<file path="src/cham64_pkg.sv">
package cham64_pkg;

  // Configuration register indexes.
  localparam int CFG_IDX_W = 1;
  localparam logic [CFG_IDX_W-1:0] REG_KEY_LOW  = 1'b0;
  localparam logic [CFG_IDX_W-1:0] REG_KEY_HIGH = 1'b1;

  // Direction of a transaction.
  localparam logic KIND_FWD = 1'b0;
  localparam logic KIND_INV = 1'b1;

  localparam int WORD_W  = 16;
  localparam int BLOCK_W = 64;
  localparam int KEY_W   = 64;
  localparam int RIN_W   = 8;

  // Commands from the controller to the datapath.
  typedef struct packed {
    logic load;   // capture a new transaction
    logic step;   // run one round
    logic emit;   // move the state into the output register
  } cmd_t;

  // Status from the datapath to the controller.
  typedef struct packed {
    logic done;   // no rounds left in the range
  } sts_t;

  // Rotate a 16-bit word left.
  function automatic logic [WORD_W-1:0] rol16(input logic [WORD_W-1:0] x,
                                               input logic [3:0] r);
    logic [2*WORD_W-1:0] d;
    d = {x, x} << r;
    return d[2*WORD_W-1:WORD_W];
  endfunction

  // Round key idx of the 16-entry schedule, straight from the key words.
  // Keys 0..7 mix with rotations 1 and 8; the others with 1 and 11, placed
  // at ((j + 8) xor 1) for key word j.
  function automatic logic [WORD_W-1:0] round_key(input logic [KEY_W-1:0] kl,
                                                   input logic [KEY_W-1:0] kh,
                                                   input logic [3:0] idx);
    logic [2:0]        w;
    logic [KEY_W-1:0]  src;
    logic [WORD_W-1:0] k;
    logic [WORD_W-1:0] rk;
    w   = idx[3] ? (idx[2:0] ^ 3'b001) : idx[2:0];
    src = w[2] ? kh : kl;
    k   = WORD_W'(src >> {w[1:0], 4'b0000});
    if (!idx[3]) begin
      rk = k ^ rol16(k, 4'd1) ^ rol16(k, 4'd8);
    end else begin
      rk = k ^ rol16(k, 4'd1) ^ rol16(k, 4'd11);
    end
    return rk;
  endfunction

endpackage

</file>
<file path="src/cham64_ctrl.sv">
module cham64_ctrl
  import cham64_pkg::*;
(
  input  logic clk,
  input  logic rst_n,
  input  logic in_valid,
  output logic in_stall,
  output logic out_valid,
  input  logic out_stall,
  input  sts_t sts,
  output cmd_t cmd
);

  typedef enum logic {
    S_IDLE,
    S_RUN
  } state_t;

  state_t state_r, state_nxt;
  logic   out_valid_r, out_valid_nxt;
  logic   out_free;

  // The output register can take a result when empty or being drained.
  assign out_free = !out_valid_r || !out_stall;

  // Sequencing: load, one round per cycle, then hand off to the output.
  always_comb begin
    state_nxt     = state_r;
    out_valid_nxt = out_valid_r && out_stall;
    cmd           = '0;
    unique case (state_r)
      S_IDLE: begin
        if (in_valid) begin
          cmd.load  = 1'b1;
          state_nxt = S_RUN;
        end
      end
      S_RUN: begin
        if (!sts.done) begin
          cmd.step = 1'b1;
        end else if (out_free) begin
          cmd.emit      = 1'b1;
          out_valid_nxt = 1'b1;
          state_nxt     = S_IDLE;
        end
      end
      default: state_nxt = S_IDLE;
    endcase
  end

  always_ff @(posedge clk) begin
    if (!rst_n) begin
      state_r     <= S_IDLE;
      out_valid_r <= 1'b0;
    end else begin
      state_r     <= state_nxt;
      out_valid_r <= out_valid_nxt;
    end
  end

  assign in_stall  = (state_r != S_IDLE);
  assign out_valid = out_valid_r;

endmodule

</file>
<file path="src/cham64_dp.sv">
module cham64_dp
  import cham64_pkg::*;
#(
  parameter int MAX_ROUND = 255
) (
  input  logic                 clk,
  input  logic                 rst_n,
  input  logic                 cfg_we,
  input  logic [CFG_IDX_W-1:0] cfg_index,
  input  logic [KEY_W-1:0]     cfg_wdata,
  input  logic                 in_kind,
  input  logic [BLOCK_W-1:0]   in_block_in,
  input  logic [RIN_W-1:0]     in_start_round,
  input  logic [RIN_W-1:0]     in_end_round,
  output logic [BLOCK_W-1:0]   out_block_out,
  input  cmd_t                 cmd,
  output sts_t                 sts
);

  localparam int RND_W = $clog2(MAX_ROUND + 1);
  localparam logic [RND_W-1:0] MAX_R = RND_W'(MAX_ROUND);

  logic [KEY_W-1:0]   key_low_r, key_high_r;
  logic               kind_r;
  logic [RND_W-1:0]   lo_r, hi_r, cur_r, cur_nxt;
  logic [BLOCK_W-1:0] blk_r, blk_nxt;
  logic [BLOCK_W-1:0] out_block_r;

  logic [RND_W-1:0]   start_sat, end_sat;
  logic [RND_W-1:0]   ridx;
  logic [WORD_W-1:0]  ridx16;
  logic [WORD_W-1:0]  rk;
  logic [WORD_W-1:0]  s0, s1, s2, s3;
  logic [3:0]         rot_a, rot_b, rot_b_inv;
  logic [WORD_W-1:0]  f_sum, f_t;
  logic [WORD_W-1:0]  i_t0, i_sub, i_x;

  // Key registers; an index past the list has no register behind it.
  always_ff @(posedge clk) begin
    if (!rst_n) begin
      key_low_r  <= '0;
      key_high_r <= '0;
    end else if (cfg_we) begin
      unique case (cfg_index)
        REG_KEY_LOW:  key_low_r  <= cfg_wdata;
        REG_KEY_HIGH: key_high_r <= cfg_wdata;
        default: ;
      endcase
    end
  end

  // Round bounds saturate at the largest round index.
  assign start_sat = (17'(in_start_round) > 17'(MAX_ROUND)) ? MAX_R
                                                            : RND_W'(in_start_round);
  assign end_sat   = (17'(in_end_round) > 17'(MAX_ROUND)) ? MAX_R
                                                          : RND_W'(in_end_round);

  // Forward runs while cur < hi; backward runs round cur-1 while cur > lo.
  assign sts.done = (kind_r == KIND_INV) ? (cur_r <= lo_r) : (cur_r >= hi_r);
  assign ridx     = (kind_r == KIND_INV) ? (cur_r - RND_W'(1)) : cur_r;
  assign ridx16   = WORD_W'(ridx);
  assign rk       = round_key(key_low_r, key_high_r, ridx[3:0]);

  assign s0 = blk_r[15:0];
  assign s1 = blk_r[31:16];
  assign s2 = blk_r[47:32];
  assign s3 = blk_r[63:48];

  // Even rounds rotate by 1 then 8, odd rounds by 8 then 1.
  assign rot_a     = ridx[0] ? 4'd8 : 4'd1;
  assign rot_b     = ridx[0] ? 4'd1 : 4'd8;
  assign rot_b_inv = ridx[0] ? 4'd15 : 4'd8;

  // Forward round: add, rotate, shift the words down.
  assign f_sum = (s0 ^ ridx16) + (rol16(s1, rot_a) ^ rk);
  assign f_t   = rol16(f_sum, rot_b);

  // Inverse round: undo the rotate and the add, shift the words up.
  assign i_t0  = rol16(s3, rot_b_inv);
  assign i_sub = rol16(s0, rot_a) ^ rk;
  assign i_x   = (i_t0 - i_sub) ^ ridx16;

  always_comb begin
    blk_nxt = blk_r;
    cur_nxt = cur_r;
    priority if (cmd.load) begin
      blk_nxt = in_block_in;
      cur_nxt = (in_kind == KIND_INV) ? end_sat : start_sat;
    end else if (cmd.step) begin
      if (kind_r == KIND_INV) begin
        blk_nxt = {s2, s1, s0, i_x};
        cur_nxt = cur_r - RND_W'(1);
      end else begin
        blk_nxt = {f_t, s3, s2, s1};
        cur_nxt = cur_r + RND_W'(1);
      end
    end
  end

  // Working state and the round range of the transaction in flight.
  always_ff @(posedge clk) begin
    blk_r <= blk_nxt;
    cur_r <= cur_nxt;
    if (cmd.load) begin
      kind_r <= in_kind;
      lo_r   <= start_sat;
      hi_r   <= end_sat;
    end
  end

  // Output register frees the core for the next transaction.
  always_ff @(posedge clk) begin
    if (cmd.emit) begin
      out_block_r <= blk_r;
    end
  end

  assign out_block_out = out_block_r;

endmodule

</file>
<file path="src/cham64_round_range_cipher_top.sv">
// Channel  | Handshake              | Payload
// ---------+------------------------+-----------------------------------------------
// input    | in_valid / in_stall    | in_kind, in_block_in, in_start_round,
//          |                        | in_end_round
// result   | out_valid / out_stall  | out_block_out
// config   | cfg_we                 | cfg_index, cfg_wdata
//
// A transaction runs from acceptance to the next acceptance as a load, one
// round per cycle on the shared round unit, and a move of the state into the
// output register.
// Reset (rst_n low, synchronous) clears the controller and both key registers.
// The output register holds a result under out_stall while the next
// transaction is computed; the core waits at its end until that register frees.
module cham64_round_range_cipher_top
  import cham64_pkg::*;
#(
  parameter int MAX_ROUND = 255
) (
  input  logic                 clk,
  input  logic                 rst_n,
  input  logic                 cfg_we,
  input  logic [CFG_IDX_W-1:0] cfg_index,
  input  logic [KEY_W-1:0]     cfg_wdata,
  input  logic                 in_valid,
  output logic                 in_stall,
  input  logic                 in_kind,
  input  logic [BLOCK_W-1:0]   in_block_in,
  input  logic [RIN_W-1:0]     in_start_round,
  input  logic [RIN_W-1:0]     in_end_round,
  output logic                 out_valid,
  input  logic                 out_stall,
  output logic [BLOCK_W-1:0]   out_block_out
);

  cmd_t cmd;
  sts_t sts;

  cham64_ctrl u_ctrl (
    .clk       (clk),
    .rst_n     (rst_n),
    .in_valid  (in_valid),
    .in_stall  (in_stall),
    .out_valid (out_valid),
    .out_stall (out_stall),
    .sts       (sts),
    .cmd       (cmd)
  );

  cham64_dp #(
    .MAX_ROUND (MAX_ROUND)
  ) u_dp (
    .clk            (clk),
    .rst_n          (rst_n),
    .cfg_we         (cfg_we),
    .cfg_index      (cfg_index),
    .cfg_wdata      (cfg_wdata),
    .in_kind        (in_kind),
    .in_block_in    (in_block_in),
    .in_start_round (in_start_round),
    .in_end_round   (in_end_round),
    .out_block_out  (out_block_out),
    .cmd            (cmd),
    .sts            (sts)
  );

endmodule

</file>
<file path="config.mk">
export PLATFORM = sky130hd
export DESIGN_NAME = cham64_round_range_cipher_top
export DESIGN_NICKNAME = d
export VERILOG_FILES = /design/src/cham64_pkg.sv /design/src/cham64_ctrl.sv /design/src/cham64_dp.sv /design/src/cham64_round_range_cipher_top.sv
export SDC_FILE = /design/constraint.sdc
export NUM_CORES = 1
export LEC_CHECK = 0
export ABC_CLOCK_PERIOD_IN_PS = 17300
export BUFFER_PORTS_ARGS = -buffer_cell sky130_fd_sc_hd__buf_2
export CAP_MARGIN = 30
export CORE_MARGIN = 5
export CORE_UTILIZATION = 50
export DETAILED_ROUTE_END_ITERATION = 7
export HOLD_SLACK_MARGIN = 0.02
export PLACE_DENSITY = 0.71
export SETUP_SLACK_MARGIN = 0.5
export SLEW_MARGIN = 20
export SYNTH_ARGS = -nofsm -noshare
export SYNTH_HDL_FRONTEND = slang
export SYNTH_HIERARCHICAL = 1
export SYNTH_SLANG_ARGS = --single-unit
export TNS_END_PERCENT = 20
</file>
<file path="constraint.sdc">
create_clock -name clk -period 17.3 [get_ports clk]
set_input_delay 0 -clock clk [delete_from_list [all_inputs] [get_ports clk]]
set_output_delay 0 -clock clk [all_outputs]
set_load 0.02 [all_outputs]
</file>
==> run metrics <==
Critical Setup Path Class reg2reg; crit path from u_dp/cur_r[0]; post-cts hold buffer count between 100 and 150; Crit Path Max Fanout 30; core area between 30,000 and 40,000 um2; antenna violations before repair 0; largest net degree at the start of global routing slightly above 80; post-cts resize count 0; CTS tree done; Slew HR ~39%; R2R Setup Slk about 11,000 ps; Pins Over Slew Limit 0; GRT Total Usage about a quarter; Leak ~0.0077 uW; first-pass GRT wire length slightly above 70,000 um; final hold violations 0; syn_area_per_cell 10.0 um2; placed cell areas ~17,000 um2; hold_ws 45.2 ps; Clock Skews 10.7 ps; reg2reg start u_dp/cur_r[0]; worst-skew pair later-pin latency around 570 ps; # IOs between 200 and 250; Initial Util 50.6%; H-tree levels 1; Design Power roughly 3400 uW; sequential area share after synthesis 46.5%; setup violators final 0; dpl hpwl around 31,000 um; Remaining DRCs 0; vias in the first global route approximately 13,000; CTS clk-pin slew, worst paths roughly 60 ps; Peak Freq between 0.15 and 0.2 GHz; CTS Buf Count 30; RD Place Congestion between 0.9 and 1; CTS root buffer clkbuf_16; pwr/cell area 178 nW/um2; Period minus WS final approximately 6300 ps; Synthesized Nets approximately 1,700; setup tns final 0 ps; # clock sinks around 280; DR vias ~13,000; DR iter-0 viols 1,129; I/O Buffers around 220; worst slack, placed between 10,000 and 15,000 ps; Post-synth EDFFs ~150; die height 186 um; setup bufs post-CTS 0; Layout area overhead 25.0%; Final ANT Viol Nets 0; mapped cell area around 15,000 um2; total grt overflow 0; die width approximately 190 um; endpoint type of the worst setup path register; vias per cell 5.62; layout cells sized above 1 18.9%; Hold Crit Start rst_n; Worst Path Arrival roughly 6600 ps; Ys Warns 6; Pre-Repair DR Iteration Count 5; diode count 0; setup ws final about 11,000 ps; row cnt 64; RSZ-0062 raised after global routing false; outcome finished, final reports clean; Least-Margin Pin Slew 909 ps; routed wire length 45,800 um; Die ar. about 35,000 um2; CTS max path bufs 3; worst hold path type in2reg; max-cap viol count 0; Worst setup SP type register; ys async rst share 0%; final cycle utilization of the critical path 36.6%; FF+latch count, synth 283; Netlist cell types 69; Top FF cell, synth edfxtp_1; count of nets after finishing just over 2,000; Final Cell Area slightly below 20,000 um2; Syn Inst Count about 1,500; Avg WL per Cell 20.1 um; required time of the critical path 17,600 ps; peak supply drop between 0.0001 and 0.00015 V
[critical path, stage by stage, from the launching register on]
cell and delay (ps):
edfxtp_1 530, inv_1 520, ha_1 290, nand2_1 90, xor2_2 140, buf_4 440
nor2b_1 200, a32oi_1 410, nand2_1 180, xor2_1 210, xnor2_1 330, xor2_1 190
ha_1 160, inv_1 60, fa_1 390, a21o_1 210, a21o_1 210, a21o_1 180
a21o_1 200, a21oi_1 250, o21a_1 170, o21ai_0 140, a41oi_1 270, xor2_1 170
o21ai_0 90
[layout make-up]
| class | instances | area [um2] |
|---|---|---|
| fill | 2474 | 11200 |
| multi-input combinational | 1135 | 7840 |
| sequential | 283 | 7200 |
| timing repair buffer | 381 | 2710 |
| clock buffer | 41 | 897 |
| tap | 396 | 495 |
| inverter | 32 | 120 |
| clock inverter | 13 | 86.3 |
[worst paths after layout]
check,cells past startpoint,to
max,24,u_dp/blk_r[14]
min,3,u_dp/key_low_r[1]
min reg2reg,2,u_dp/key_low_r[44]
max reg2reg,24,u_dp/blk_r[14]
[synthesized netlist by cell type (all sizes together), types with 4 or more instances]
| cell type | number | area, um2 |
|---|---|---|
| a32oi | 8 | 70.1 |
| mux2i | 106 | 1080 |
| a22oi | 5 | 37.5 |
| a31oi | 7 | 43.8 |
| a21oi | 53 | 265 |
| a211oi | 5 | 37.5 |
| o21bai | 4 | 30.0 |
| o21ai | 82 | 422 |
| dfxtp | 130 | 2600 |
| buf | 26 | 126 |
| xor2 | 43 | 384 |
| nor2 | 46 | 175 |
| nor2b | 14 | 87.6 |
| mux4 | 24 | 541 |
| ha | 48 | 601 |
| clkbuf | 65 | 244 |
| nand2b | 12 | 85.1 |
| and2 | 4 | 25.0 |
| a21o | 12 | 90.1 |
| nand3 | 12 | 60.1 |
| a21boi | 129 | 968 |
| inv | 31 | 116 |
| o211ai | 4 | 30.0 |
| edfxtp | 153 | 4590 |
| xnor2 | 72 | 638 |
| nor3 | 9 | 45.0 |
| nand4 | 8 | 50.1 |
| mux2 | 19 | 214 |
| nand2 | 356 | 1340 |
[sequential cells by signal, indices dropped and copies added, names as in the netlist]
register            flops
u_dp/blk_r             64
u_dp/key_high_r        64
u_dp/key_low_r         64
u_dp/out_block_out     64
u_dp/cur_r              8
u_dp/hi_r               8
u_dp/lo_r               8
u_ctrl/in_stall         1
u_ctrl/out_valid        1
u_dp/kind_r             1
[kinds of logic (layout without fill, tap and decap cells)]
kind of cell / after synthesis / count (layout) / synth area share, %
XOR/XNOR: 116 / 116 / 6.75
buffers and inverters: 123 / 467 / 3.17
AO/OA/AOI/OAI: 345 / 345 / 14.9
flip-flops: 283 / 283 / 46.5
multiplexers: 149 / 149 / 11.9
adder cells (fa/ha/maj): 50 / 50 / 4.14
AND/OR/NAND/NOR: 475 / 475 / 12.7
[metal layers]
| layer | up-vias | global-route usage [%] | part of all wire (%) |
|---|---|---|---|
| li1 | 6104 | - | - |
| met1 | 6179 | 33.5 | 41 |
| met2 | 473 | 46.1 | 50 |
| met3 | 61 | 3.32 | 6.7 |
| met4 | 0 | 5.48 | 1.9 |
| met5 | - | 0 | 0 |
[where the power goes]
group | switching [uW] | leakage (uW) | total [uW] | internal, uW
combinational | 1070 | 0.00469 | 1830 | 763
sequential | 122 | 0.00252 | 973 | 851
clock | 272 | 0.000498 | 635 | 363
[layout by cell type, fill, tap and decap left out, types with 13 or more instances in the layout]
master / netlist / routed
ha_1: 48 / 48
dlygate4sd3_1: 0 / 147
a21boi_0: 128 / 128
xor2_1: 42 / 41
buf_4: 2 / 16
xnor2_1: 71 / 70
buf_2: 5 / 216
nor2_1: 45 / 45
mux4_2: 24 / 24
nor2b_1: 14 / 13
o21ai_0: 77 / 77
nand2_1: 356 / 355
inv_1: 31 / 31
edfxtp_1: 153 / 153
dfxtp_1: 130 / 130
a21oi_1: 53 / 52
mux2_2: 19 / 19
mux2i_1: 101 / 101
clkbuf_16: 0 / 32
[per-stage QoR]
stage          cells  util (%)
2_1_floorplan   1541         -
3_3_place_gp    2078      55.1
3_5_place_dp    2079      55.2
4_1_cts         2280      63.2
5_1_grt         2281      63.2
6_report        2281      63.2
Power figures use the tool's default switching activity.
